--- src/rtl/pfa_pkg.sv ---
package pfa_pkg;

  localparam int FIELD_W   = 32;
  localparam int OBJ_IN_N  = 4;
  localparam int CNT_W     = 9;
  localparam int NOBJ_W    = 3;
  localparam int APB_W     = 32;
  localparam int PADDR_W   = 3;

  localparam logic CMD_INSERT = 1'b0;
  localparam logic CMD_READ   = 1'b1;

  localparam logic [0:0] REG_NUM_OBJ = 1'b0;

  localparam logic [NOBJ_W-1:0] NUM_OBJ_RESET = 3'd2;

  typedef struct packed {
    logic new_le;
    logic cur_le;
  } pfa_dom_t;

endpackage

--- src/rtl/pfa_cfg.sv ---
module pfa_cfg
  import pfa_pkg::*;
(
  input  logic                     clk,
  input  logic                     rst_n,
  input  logic                     psel,
  input  logic                     penable,
  input  logic                     pwrite,
  input  logic [PADDR_W-1:0]       paddr,
  input  logic [APB_W-1:0]         pwdata,
  output logic [APB_W-1:0]         prdata,
  output logic                     pready,
  output logic [NOBJ_W-1:0]        num_obj
);

  logic [NOBJ_W-1:0] num_obj_r;
  logic              hit;

  assign hit    = (paddr[PADDR_W-1] == REG_NUM_OBJ);
  assign pready = 1'b1;
  assign prdata = hit ? APB_W'(num_obj_r) : '0;
  assign num_obj = num_obj_r;

  always_ff @(posedge clk) begin
    if (!rst_n) begin
      num_obj_r <= NUM_OBJ_RESET;
    end else if (psel && penable && pwrite && pready && hit) begin
      num_obj_r <= pwdata[NOBJ_W-1:0];
    end
  end

endmodule

--- config.mk ---
export PLATFORM = sky130hd
export DESIGN_NAME = pfa_cfg
export DESIGN_NICKNAME = d
export VERILOG_FILES = /design/src/rtl/pfa_pkg.sv /design/src/rtl/pfa_cfg.sv
export SDC_FILE = /design/constraint.sdc
export NUM_CORES = 1
export LEC_CHECK = 0
export ABC_AREA = 1
export BUFFER_PORTS_ARGS = -buffer_cell sky130_fd_sc_hd__buf_2
export CORE_UTILIZATION = 25
export DETAILED_ROUTE_END_ITERATION = 7
export HOLD_SLACK_MARGIN = 0.03
export PLACE_DENSITY_LB_ADDON = 0.05
export RECOVER_POWER = 50
export SLEW_MARGIN = 20
export SYNTH_ARGS = -nofsm -noshare
export SYNTH_HDL_FRONTEND = slang
export SYNTH_SLANG_ARGS = --single-unit
--- constraint.sdc ---
create_clock -name clk -period 1.4 [get_ports clk]
set_input_delay 0.28 -clock clk [delete_from_list [all_inputs] [get_ports clk]]
set_output_delay 0.28 -clock clk [all_outputs]
set_load 0.02 [all_outputs]
==> results_dict.tcl <==
set metrics [dict create \
    start_util_pct 27.09 \
    finalInstanceArea_sq_um 404.1 \
    grt_setup_unrepaired "no" \
    max_cap_viol_count 0 \
    coreArea_sq_um 1524 \
    path_clk_slew_ns 0.04 \
    cp_max_fo 3 \
    grt_first_pass_wirelength_um 772 \
    cts.sinks 3 \
    vias 294 \
    antenna_cells 0 \
    post_cts_resized 0 \
    power_leakage_nw 0.2571 \
    synthTopCellsByArea "buf_4, dfxtp_1, nor2_1" \
    yosysWarningCount 0 \
    antenna_found_initial 0 \
    clockBufferDepth 2 \
    tritoncts "built" \
    min_from "pwdata[1]" \
    gr-usage-all-layers_pct 5.981 \
    instances_no_fill 93 \
    dp.cells 89 \
    fmax_mhz 873.4 \
    grt_max_degree 6 \
    min_period_ns 1.145 \
    htree_num_levels 1 \
    r2r-end "num_obj[1]$_SDFFE_PN1P_" \
    synth_most_common_cell "buf_4" \
    syn_to_final_growth_pct -2.121 \
    fill_cells 186 \
    critical_path_arrival_ns 0.86 \
    worstSetupEndpointType "primary output" \
    tns_ns 0 \
    seq_area_frac_synth_pct 14.55 \
    cts_root_buf "clkbuf_4" \
    viasPerCell 3.161 \
    ant_nets 0 \
    drt_pass1_iterations 4 \
    rows 14 \
    dp_hpwl_um 477.9 \
    finalWirelength_um 511 \
    synthesis.area_sq_um 412.9 \
    hold_depth 3 \
    numCtsBuffers 3 \
    clock_latency_ns 0.23 \
    layout-drive-gt1-share_pct 22.08 \
    reg2reg_depth 2 \
    setup_viol 0 \
    timing.final.crit_share_pct 81.78 \
    drc 0 \
    async_reset_ff_share_pct 0 \
    peakVddDrop_uv 344.0 \
    synth_seq_cells 3 \
    die_w_um 42.64 \
    criticalPathCategory "reg -> out" \
    start_kind "flop" \
    preCtsSetupSlack_ns 0.4313 \
    largest_register_ffs 3 \
    p_per_area_nw_per_um2 888.6 \
    hold_viol 0 \
    syn_inst 61 \
    ctsHoldBuffers 0 \
    hold_class "in -> reg" \
    status "complete, no violations" \
    worst_slack_ns 0.2551 \
    rr_startpoint "num_obj[1]$_SDFFE_PN1P_" \
    io_buffer_count 14 \
    num-nets-final 118 \
    dieArea_sq_um 1818 \
    drt-initial-drc-count 2 \
    required_ns 1.12 \
    num_io_pins 76 \
    fp.dieH_um 42.64 \
    cts_setup_buffers 0 \
    skew_ns 0 \
    synth_top_area_share_pct 54.55 \
    hold_end "num_obj[1]$_SDFFE_PN1P_" \
    synth-edff-count 0 \
    synth_common_cells "buf_4, nor2_1, inv_1" \
    synth_top_cell_by_area "buf_4" \
    detailed_place.area_sq_um 382.9 \
    wl_per_cell_um 5.495 \
    synth_flop_cell "dfxtp_1" \
    slew_violations 0 \
    r2r_slack_ns 0.82 \
    gp_congestion 0.5959 \
    final_util_pct 26.52 \
    ys_types 13 \
    synth.avg_cell_area_sq_um 6.769 \
    grt_overflow_total 0 \
    grt_pass1_vias 211 \
]
==> layout by cell type, fill, tap and decap left out <==
cell type,count
dfxtp_1,3
o21ai_0,1
buf_2,12
inv_1,5
nor2_4,1
clkinv_1,3
clkbuf_1,3
conb_1,30
nand3_1,3
nor2_1,8
nand2_1,4
nand2_4,1
clkbuf_4,3
==> per-stage QoR <==
| stage | total power, mW | hold WS, ns |
|---|---|---|
| 6_report | 0.3591 | 0.2586 |
| 5_1_grt | 0.3844 | 0.2638 |
| 4_1_cts | 0.3677 | 0.2545 |
| 3_5_place_dp | 0.2106 | 0.4966 |
| 3_3_place_gp | 0.2114 | 0.4974 |
| 2_1_floorplan | 0.2515 | 0.3647 |
==> power by group <==
group | switching [mW] | total, mW | internal (mW)
clock network | 0.0443 | 0.151 | 0.107
logic | 0.0984 | 0.117 | 0.0187
registers | 0.00190 | 0.0909 | 0.0890
total | 0.145 | 0.359 | 0.214
==> logic make-up after synthesis <==
logic type | count (synthesis) | synth area share (%)
simple gates | 17 | 20.61
buf+inv | 38 | 61.82
other cells | 2 | 1.819
flops | 3 | 14.55
compound gates | 1 | 1.211
==> how the worst max path moves through the flow <==
stage                            startpoint   endpoint  slack (ns)
floorplan           num_obj[0]$_SDFFE_PN0P_  prdata[0]        0.34
detailed placement                 paddr[2]  prdata[1]        0.43
global placement                   paddr[2]  prdata[0]        0.45
global route        num_obj[0]$_SDFFE_PN0P_  prdata[0]        0.18
finish              num_obj[1]$_SDFFE_PN1P_  prdata[1]        0.26
CTS                 num_obj[1]$_SDFFE_PN1P_  prdata[1]        0.25
==> per-layer routing <==
| metal | wire length, um | part of all wire, % | track usage (%) |
|---|---|---|---|
| met1 | 214 | 42 | 6.753 |
| met2 | 234 | 46 | 7.879 |
| met3 | 62 | 12 | 4.310 |
| met4 | 0 | 0 | 3.750 |
| met5 | 0 | 0 | 0 |
==> critical path: stages, from the launching register on <==
cell and delay [ns]:
dfxtp_1 0.33, inv_1 0.04, nor2_1 0.09, buf_2 0.17
==> layout make-up <==
class,instances,area [sq um],share of cell area [%]
flip-flops and latches,3,60.06,14.86
inverters,8,30.03,7.430
clock buffers,4,26.28,6.502
repair buffers,14,67.56,16.72
multi-input cells,48,200.2,49.54
well taps,16,20.02,4.954
Note: power is estimated with default switching activity, not from simulation.
