===== config.mk =====
export PLATFORM = sky130hd
export DESIGN_NAME = pfa_dom
export DESIGN_NICKNAME = d
export VERILOG_FILES = /design/src/rtl/pfa_pkg.sv /design/src/rtl/pfa_dom.sv
export SDC_FILE = /design/constraint.sdc
export NUM_CORES = 1
export LEC_CHECK = 0
export BUFFER_PORTS_ARGS = -buffer_cell sky130_fd_sc_hd__buf_2
export CORE_AREA = 2 2 101 103
export DETAILED_ROUTE_END_ITERATION = 7
export DIE_AREA = 0 0 103 105
export PLACE_DENSITY_LB_ADDON = 0.1
export SYNTH_ARGS = -nofsm -noshare
export SYNTH_HDL_FRONTEND = slang
export SYNTH_SLANG_ARGS = --single-unit
export TNS_END_PERCENT = 20

===== constraint.sdc =====
create_clock -name vclk -period 2.4
set_input_delay 0.12 -clock vclk [all_inputs]
set_output_delay 0.12 -clock vclk [all_outputs]
set_load 0.02 [all_outputs]

===== src/rtl/pfa_pkg.sv =====
package pfa_pkg;

  localparam int FIELD_W   = 32;
  localparam int OBJ_IN_N  = 4;
  localparam int CNT_W     = 9;
  localparam int NOBJ_W    = 3;
  localparam int APB_W     = 32;
  localparam int PADDR_W   = 3;

  localparam logic CMD_INSERT = 1'b0;
  localparam logic CMD_READ   = 1'b1;

  localparam logic [0:0] REG_NUM_OBJ = 1'b0;

  localparam logic [NOBJ_W-1:0] NUM_OBJ_RESET = 3'd2;

  typedef struct packed {
    logic new_le;
    logic cur_le;
  } pfa_dom_t;

endpackage


===== src/rtl/pfa_dom.sv =====
module pfa_dom
  import pfa_pkg::*;
#(
  parameter int NOBJ = 4,
  parameter int EW   = 32
) (
  input  logic [NOBJ-1:0][EW-1:0] key,
  input  logic [NOBJ-1:0][EW-1:0] ent,
  input  logic [NOBJ_W-1:0]       nobj,
  output pfa_dom_t                dom
);

  always_comb begin
    dom.new_le = 1'b1;
    dom.cur_le = 1'b1;
    for (int k = 0; k < NOBJ; k++) begin
      if (k < int'(nobj)) begin
        if ($signed(ent[k]) < $signed(key[k])) begin
          dom.new_le = 1'b0;
        end
        if ($signed(key[k]) < $signed(ent[k])) begin
          dom.cur_le = 1'b0;
        end
      end
    end
  end

endmodule


==> impl_results.html, run 1 <==
<table>
<tr><th>Metric</th><th>Value</th></tr>
<tr><th colspan="2">Yosys</th></tr>
<tr><td>Instance count of the mapped netlist</td><td>481</td></tr>
<tr><td>Post-synthesis instance area</td><td>0.00333 mm^2</td></tr>
<tr><td>Post-synthesis compound-gate area fraction</td><td>0.200</td></tr>
<tr><td>Syn avg cell area</td><td>6.92 um^2</td></tr>
<tr><td>Simple-gate share of the synthesized area</td><td>0.160</td></tr>
<tr><td>Dominant combinational cell family by area after synthesis</td><td>adder cells</td></tr>
<tr><td>Xor/xnor cell area share of the yosys netlist</td><td>0</td></tr>
<tr><td>Portion of netlist area occupied by mux cells</td><td>0.00601</td></tr>
<tr><td>Number of nets in the synthesized netlist</td><td>between 800 and 900</td></tr>
<tr><td>Synth Warn #</td><td>0</td></tr>
<tr><td>Share of the yosys chip area belonging to registers</td><td>0</td></tr>
<tr><td>Post-synth cell types</td><td>38</td></tr>
<tr><td>Area share of fa/ha/maj cells after synthesis</td><td>0.481</td></tr>
<tr><th colspan="2">STA</th></tr>
<tr><td>Ratio of final minimum period to clock period</td><td>0.999</td></tr>
<tr><td>Total negative slack</td><td>0 ns</td></tr>
<tr><td>RSZ-0062 raised after global routing</td><td>true</td></tr>
<tr><td>Hold WS</td><td>between 0.7 and 0.8 ns</td></tr>
<tr><td>Count of endpoints failing hold in the final timing report</td><td>0</td></tr>
<tr><td>Finish-stage setup viols</td><td>0</td></tr>
<tr><td>Transition at the pin with the smallest max-transition slack</td><td>0.552 ns</td></tr>
<tr><td>Max Fclk</td><td>0.417 GHz</td></tr>
<tr><td>Relative slew margins</td><td>0.623</td></tr>
<tr><td>Shortest clock period the worst path allows after layout</td><td>2.40 ns</td></tr>
<tr><td>Max-slew violation count</td><td>0</td></tr>
<tr><th colspan="2">Worst setup path</th></tr>
<tr><td>CP most frequent cell</td><td>sky130_fd_sc_hd__buf_2</td></tr>
<tr><td>Nature of the critical path endpoint</td><td>output pin</td></tr>
<tr><td>Maximum single-stage delay on the critical path</td><td>0.54 ns</td></tr>
<tr><td>Largest driver fanout on the critical path</td><td>2</td></tr>
<tr><td>Master of the slowest instance on the critical path</td><td>sky130_fd_sc_hd__or4_4</td></tr>
<tr><td>Crit Path Category</td><td>primary input to output pin</td></tr>
<tr><td>List of cells traversed by the critical path</td><td>buf_2, inv_1, ha_4, nand4_1, or4_4, a21o_1, a41oi_2, mux2i_2, a22oi_2, o22a_1, buf_2</td></tr>
<tr><td>Worst endpoint data arrival time</td><td>2.28 ns</td></tr>
<tr><td>Startpoint type of the worst setup path</td><td>primary input</td></tr>
<tr><td>Required time at the endpoint of the critical path</td><td>between 2 and 2.5 ns</td></tr>
<tr><th colspan="2">Placed design</th></tr>
<tr><td>Post-detail-place hpwl</td><td>9.90 mm</td></tr>
<tr><td>Count of buffers inserted at the top-level ports</td><td>261</td></tr>
<tr><td>Inst Count DP</td><td>881</td></tr>
<tr><td>Weighted congestion at the end of routability-driven global placement</td><td>0.852</td></tr>
<tr><th colspan="2">Final layout</th></tr>
<tr><td>Clock buf count</td><td>0</td></tr>
<tr><td>Antenna diode count</td><td>0</td></tr>
<tr><td>Ratio of cells with drive above 1 in the final layout</td><td>0.373</td></tr>
<tr><td>NumNets Final</td><td>1137</td></tr>
<tr><td>Seq cells</td><td>0</td></tr>
<tr><td>Area growth from synthesis to final layout</td><td>47.6%</td></tr>
<tr><td>Final std cells w/o fill</td><td>881</td></tr>
<tr><td>Area occupied by registers</td><td>0 um^2</td></tr>
<tr><th colspan="2">Worst hold path</th></tr>
<tr><td>Worst hold path class</td><td>primary input to output pin</td></tr>
<tr><th colspan="2">Power</th></tr>
<tr><td>Power per Cell Area</td><td>152 mW/mm^2</td></tr>
<tr><td>Total power</td><td>747 uW</td></tr>
<tr><td>Worst voltage drop across the vdd grid</td><td>0.0672 mV</td></tr>
<tr><td>LEAKAGE</td><td>around 3.1 nW</td></tr>
<tr><th colspan="2">GRT</th></tr>
<tr><td>Global-route usage over all layers</td><td>0.183</td></tr>
<tr><td>Aggregate global routing overflow</td><td>0</td></tr>
<tr><td>First-pass GRT wire length</td><td>16.7 mm</td></tr>
<tr><td>Initial antenna violation count</td><td>0</td></tr>
<tr><td>Vias in the first global route</td><td>4178</td></tr>
<tr><td>Largest net degree at the start of global routing</td><td>6</td></tr>
<tr><th colspan="2">Detailed routing</th></tr>
<tr><td>Metal3 WL</td><td>694 um</td></tr>
<tr><td>Routed wire length on met2</td><td>about 5.5 mm</td></tr>
<tr><td>Routed length on met1</td><td>4.08 mm</td></tr>
<tr><td>Drt first-iter violations</td><td>between 90 and 100</td></tr>
<tr><td>Router iterations before antenna repair</td><td>4</td></tr>
<tr><td>Average routed wire per standard cell</td><td>11.8 um</td></tr>
<tr><td>Top layer used by detailed routing</td><td>met4</td></tr>
<tr><td>Count of nets left with antenna violations after detail routing</td><td>0</td></tr>
<tr><td>Remaining routing DRC violations</td><td>0</td></tr>
<tr><td>Vias after detailed routing</td><td>4119</td></tr>
<tr><td>Number of vias per cell after detailed routing</td><td>4.68</td></tr>
<tr><td>Post-Route WL</td><td>10.4 mm</td></tr>
<tr><th colspan="2">Floorplanning</th></tr>
<tr><td>Number of placed I/O pins</td><td>261</td></tr>
<tr><td>Width of the die</td><td>103 um</td></tr>
<tr><td>Core area</td><td>0.00964 mm^2</td></tr>
<tr><td>Initial Util</td><td>0.346</td></tr>
<tr><td>Overall die area</td><td>0.0108 mm^2</td></tr>
<tr><td>Overall die height</td><td>roughly 110 um</td></tr>
<tr><td>Site row count</td><td>36</td></tr>
<tr><th colspan="2">Job</th></tr>
<tr><td>Number of max-cap violations</td><td>0</td></tr>
<tr><th colspan="2">Clocking</th></tr>
<tr><td>Post-CTS Setup Inserts</td><td>0</td></tr>
<tr><td>Hold buffers post-CTS</td><td>0</td></tr>
<tr><th colspan="2">Run status</th></tr>
<tr><td>Result of the run</td><td>complete, no violations</td></tr>
</table>
synth_stat cells (4+ instances only):
| master | instances | share of area |
|---|---|---|
| sky130_fd_sc_hd__nand4_1 | 24 | 0.045 |
| sky130_fd_sc_hd__a21oi_1 | 51 | 0.077 |
| sky130_fd_sc_hd__nor2_1 | 13 | 0.015 |
| sky130_fd_sc_hd__a31oi_1 | 5 | 0.0094 |
| sky130_fd_sc_hd__nor4_1 | 5 | 0.0094 |
| sky130_fd_sc_hd__ha_1 | 128 | 0.48 |
| sky130_fd_sc_hd__inv_1 | 136 | 0.15 |
| sky130_fd_sc_hd__o21ai_1 | 7 | 0.011 |
| sky130_fd_sc_hd__nand2b_1 | 4 | 0.0075 |
| sky130_fd_sc_hd__o211ai_1 | 5 | 0.011 |
| sky130_fd_sc_hd__a21o_1 | 8 | 0.018 |
| sky130_fd_sc_hd__nand2_1 | 37 | 0.042 |
| sky130_fd_sc_hd__a221oi_1 | 4 | 0.011 |
| sky130_fd_sc_hd__nor3_1 | 5 | 0.0075 |
| sky130_fd_sc_hd__nand3_1 | 7 | 0.011 |
| sky130_fd_sc_hd__o21ai_0 | 13 | 0.020 |
worst max-delay path: cells and delay by family:
family / cells / cell delay (ns)
fa+ha+maj: 1 / 0.27
buf+inv: 3 / 0.29
mux: 1 / 0.28
compound gates: 4 / 0.64
simple gates: 2 / 0.66
stage by stage:
stage / util / setup slack, ns / instance area (um^2)
after floorplan: - / 0.0963 / 3340
after global routing: 0.510 / -0.135 / 4920
after detailed placement: 0.504 / -0.189 / 4850
after CTS: 0.508 / 0.000235 / 4900
final: 0.510 / 0.00137 / 4920
after global placement: 0.504 / -0.122 / 4850
cell usage in the layout (no fill, tap or decap), types with 3 or more instances in the layout:
cell / count
sky130_fd_sc_hd__nor3_1: 4
sky130_fd_sc_hd__nor2_1: 13
sky130_fd_sc_hd__ha_4: 3
sky130_fd_sc_hd__nand2b_1: 4
sky130_fd_sc_hd__nand2_1: 37
sky130_fd_sc_hd__a31oi_1: 5
sky130_fd_sc_hd__buf_2: 260
sky130_fd_sc_hd__o21ai_1: 7
sky130_fd_sc_hd__a221oi_1: 4
sky130_fd_sc_hd__nor2b_1: 3
sky130_fd_sc_hd__nor4_1: 4
sky130_fd_sc_hd__inv_1: 136
sky130_fd_sc_hd__nand3_1: 7
sky130_fd_sc_hd__ha_1: 125
sky130_fd_sc_hd__o21ai_0: 13
sky130_fd_sc_hd__o211ai_1: 5
sky130_fd_sc_hd__nand4_1: 24
sky130_fd_sc_hd__a21o_1: 8
sky130_fd_sc_hd__buf_4: 7
sky130_fd_sc_hd__a21oi_1: 51
timing repair:
item,in CTS,in global routing
resized for setup,6,3
endpoints found under the setup margin,2,2
pin swaps,7,0
metal layers:
layer	vias to the layer above	global-route usage
met5	-	0
met4	0	0.0244
met3	14	0.0161
met2	145	0.375
met1	1754	0.199
li1	2206	-
layout make-up:
| type | instances | area, um^2 |
|---|---|---|
| Fill cell | 1026 | 4720 |
| Timing Repair Buffer | 267 | 1350 |
| Inverter | 136 | 510 |
| Multi-Input combinational cell | 345 | 2890 |
| Tap cell | 133 | 166 |
power breakdown:
part	internal [mW]	total (mW)	leakage, nW	switching, mW
combinational	0.389	0.747	3.13	0.358
sequential	0	0	0	0
clock	0	0	0	0
total	0.389	0.747	3.13	0.358
kinds of logic after synthesis:
logic type | count (synthesis)
AO/OA/AOI/OAI | 109
adder cells (fa/ha/maj) | 128
buffers and inverters | 136
multiplexers | 2
AND/OR/NAND/NOR | 106
final timing paths:
path	startpoint	to	slack, ns	cells past startpoint
max	ent[43]	dom[0]	0.001	11
min	nobj[2]	dom[0]	0.77	4
(Power assumes the default switching activity.)
==> run 2, diff against run 1 <==
BUFFER_PORTS_ARGS = default   (was -buffer_cell sky130_fd_sc_hd__buf_2)
DONT_BUFFER_PORTS = 1   (was default)
PLACE_DENSITY_LB_ADDON = default   (was 0.1)
==> impl_results.html, run 2 (synthesized netlist as in run 1, its figures left out) <==
<table>
<tr><th>Metric</th><th>Value</th></tr>
<tr><th colspan="2">Worst setup path</th></tr>
<tr><td>Worst endpoint data arrival time</td><td>2.15 ns (-0.13 ns)</td></tr>
<tr><td>Nature of the critical path endpoint</td><td>output pin</td></tr>
<tr><td>Largest driver fanout on the critical path</td><td>2 (unchanged)</td></tr>
<tr><td>Startpoint type of the worst setup path</td><td>primary input</td></tr>
<tr><td>Required time at the endpoint of the critical path</td><td>2.28 ns (about the same)</td></tr>
<tr><td>Crit Path Category</td><td>primary input to output pin</td></tr>
<tr><th colspan="2">Detailed routing</th></tr>
<tr><td>Router iterations before antenna repair</td><td>4 (unchanged)</td></tr>
<tr><td>Average routed wire per standard cell</td><td>14.4 um (+22%)</td></tr>
<tr><td>Post-Route WL</td><td>8.92 mm (-14%)</td></tr>
<tr><td>Vias after detailed routing</td><td>3247 (-21%)</td></tr>
<tr><td>Drt first-iter violations</td><td>64 (-30%)</td></tr>
<tr><td>Remaining routing DRC violations</td><td>0 (unchanged)</td></tr>
<tr><td>Count of nets left with antenna violations after detail routing</td><td>0 (unchanged)</td></tr>
<tr><td>Number of vias per cell after detailed routing</td><td>5.23 (+12%)</td></tr>
<tr><th colspan="2">Placed design</th></tr>
<tr><td>Inst Count DP</td><td>621 (-30%)</td></tr>
<tr><td>Post-detail-place hpwl</td><td>8.63 mm (-13%)</td></tr>
<tr><td>Weighted congestion at the end of routability-driven global placement</td><td>0.928 (+9.0%)</td></tr>
<tr><td>Count of buffers inserted at the top-level ports</td><td>0 (-100%)</td></tr>
<tr><th colspan="2">GRT</th></tr>
<tr><td>Initial antenna violation count</td><td>0 (unchanged)</td></tr>
<tr><td>Largest net degree at the start of global routing</td><td>6 (unchanged)</td></tr>
<tr><td>Aggregate global routing overflow</td><td>0 (unchanged)</td></tr>
<tr><td>Vias in the first global route</td><td>3205 (-23%)</td></tr>
<tr><td>Global-route usage over all layers</td><td>0.150 (-0.0335)</td></tr>
<tr><td>First-pass GRT wire length</td><td>13.4 mm (-20%)</td></tr>
<tr><th colspan="2">Power</th></tr>
<tr><td>Clock share of power</td><td>0 (unchanged)</td></tr>
<tr><td>LEAKAGE</td><td>2.11 nW (-33%)</td></tr>
<tr><td>Power per Cell Area</td><td>149 mW/mm^2 (-2.0%)</td></tr>
<tr><td>Worst voltage drop across the vdd grid</td><td>0.0524 mV (-22%)</td></tr>
<tr><td>Sequential cell fraction of total power</td><td>0 (unchanged)</td></tr>
<tr><td>Power spent charging and discharging nets</td><td>286 uW (-20%)</td></tr>
<tr><td>Comb power frac</td><td>1.000 (about the same)</td></tr>
<tr><td>Total power</td><td>532 uW (-29%)</td></tr>
<tr><td>Power Internal</td><td>246 uW (-37%)</td></tr>
<tr><td>Switching power as a share of total power</td><td>0.537 (+0.0581)</td></tr>
<tr><th colspan="2">STA</th></tr>
<tr><td>Transition at the pin with the smallest max-transition slack</td><td>0.533 ns (-0.0193 ns)</td></tr>
<tr><td>Max Fclk</td><td>0.441 GHz (+5.7%)</td></tr>
<tr><td>Shortest clock period the worst path allows after layout</td><td>2.27 ns (-0.129 ns)</td></tr>
<tr><td>Relative slew margins</td><td>0.642 (+0.0191)</td></tr>
<tr><td>Finish-stage setup viols</td><td>0 (unchanged)</td></tr>
<tr><td>RSZ-0062 raised after global routing</td><td>true</td></tr>
<tr><td>Ratio of final minimum period to clock period</td><td>0.946 (-0.0538)</td></tr>
<tr><td>Max-slew violation count</td><td>0 (unchanged)</td></tr>
<tr><td>Count of endpoints failing hold in the final timing report</td><td>0 (unchanged)</td></tr>
<tr><th colspan="2">Final layout</th></tr>
<tr><td>NumNets Final</td><td>877 (-23%)</td></tr>
<tr><td>Area occupied by registers</td><td>0 um^2 (unchanged)</td></tr>
<tr><td>Most frequent standard cell in the layout excluding fill and tap cells</td><td>sky130_fd_sc_hd__inv_1</td></tr>
<tr><td>Ratio of cells with drive above 1 in the final layout</td><td>0.0307 (-0.342)</td></tr>
<tr><td>Seq cells</td><td>0 (unchanged)</td></tr>
<tr><td>Final std cells w/o fill</td><td>621 (-30%)</td></tr>
<tr><td>Antenna diode count</td><td>0 (unchanged)</td></tr>
<tr><td>Most used cells in the layout excluding fill and tap cells</td><td>136 x sky130_fd_sc_hd__inv_1, 128 x sky130_fd_sc_hd__ha_1, 51 x sky130_fd_sc_hd__a21oi_1, 37 x sky130_fd_sc_hd__nand2_1, 24 x sky130_fd_sc_hd__nand4_1</td></tr>
<tr><td>Fill cells</td><td>1037 (+1.1%)</td></tr>
<tr><td>Area growth from synthesis to final layout</td><td>7.14%</td></tr>
<tr><td>Clock buf count</td><td>0 (unchanged)</td></tr>
<tr><th colspan="2">Floorplanning</th></tr>
<tr><td>Initial Util</td><td>0.346 (unchanged)</td></tr>
<tr><td>Overall die height</td><td>105 um (unchanged)</td></tr>
<tr><td>Site row count</td><td>36 (unchanged)</td></tr>
<tr><td>Width of the die</td><td>103 um (unchanged)</td></tr>
<tr><td>Core area</td><td>0.00964 mm^2 (unchanged)</td></tr>
<tr><td>Number of placed I/O pins</td><td>261 (unchanged)</td></tr>
<tr><td>Overall die area</td><td>0.0108 mm^2 (unchanged)</td></tr>
<tr><th colspan="2">Run status</th></tr>
<tr><td>Result of the run</td><td>complete, no violations</td></tr>
<tr><th colspan="2">Worst hold path</th></tr>
<tr><td>Worst hold path class</td><td>primary input to output pin</td></tr>
<tr><th colspan="2">Job</th></tr>
<tr><td>Number of max-cap violations</td><td>0 (unchanged)</td></tr>
<tr><th colspan="2">Clocking</th></tr>
<tr><td>Post-CTS Setup Inserts</td><td>0 (unchanged)</td></tr>
</table>
==> run 2: changes by cell type in the layout (fill, tap and decap cells not counted), sizes merged <==
cell and delta:
buf -260
==> run 2: final cells by class <==
type	instances	area [um^2]	area share
tap	133	166	0.0466
inverter	136	510	0.143
timing repair buffer	7	52.6	0.0147
multi-input combinational	345	2840	0.796
==> run 2: path summary, 6_finish.rpt <==
check / end / start / depth (start not counted)
min: dom[0] / nobj[2] / 2
max: dom[0] / ent[42] / 10
==> run 2: per-stage QoR <==
step                      setup WS [ns]   TNS, ns  instance area, um^2  hold WS [ns]  utilization
after global routing           -0.00707  -0.00707                 3570         0.528        0.370
after detailed placement        -0.0921    -0.161                 3550         0.530        0.369
after global placement          -0.0525   -0.0796                 3550         0.534        0.369
after CTS                        0.0751         0                 3560         0.510        0.370
after floorplan                  0.0963         0                 3340         0.491            -
final                             0.131         0                 3570         0.504        0.370
==> run 2: worst max-delay path, cell delays in order <==
cell and delay [ns]:
sky130_fd_sc_hd__inv_1 0.02, sky130_fd_sc_hd__ha_1 0.28, sky130_fd_sc_hd__nand4_1 0.12, sky130_fd_sc_hd__or4_4 0.53, sky130_fd_sc_hd__a21o_1 0.17, sky130_fd_sc_hd__a41oi_2 0.15, sky130_fd_sc_hd__mux2i_2 0.27, sky130_fd_sc_hd__buf_4 0.15
sky130_fd_sc_hd__a22oi_2 0.04, sky130_fd_sc_hd__o22a_2 0.30
==> run 2: routing by layer <==
layer  vias to the layer above  global-route usage  wire length, um
met4                         0              0.0122               71
met2                       146               0.309             4710
met1                      1405               0.157             3460
li1                       1688                   -                -
met3                         8              0.0241              683
met5                         -                   0                0
==> run 2: power groups by stage <==
stage               clock network (mW)  logic [mW]  registers (mW)
finish                               0       0.532               0
global route                         0       0.626               0
CTS                                  0       0.540               0
detailed placement                   0       0.531               0
global placement                     0       0.509               0
floorplan                            0       0.406               0
==> run 2: timing repair <==
action	4_1_cts	5_1_grt
hold buffers	0	0
resized for setup	3	1
endpoints found under the setup margin	2	2
pin swaps	4	3
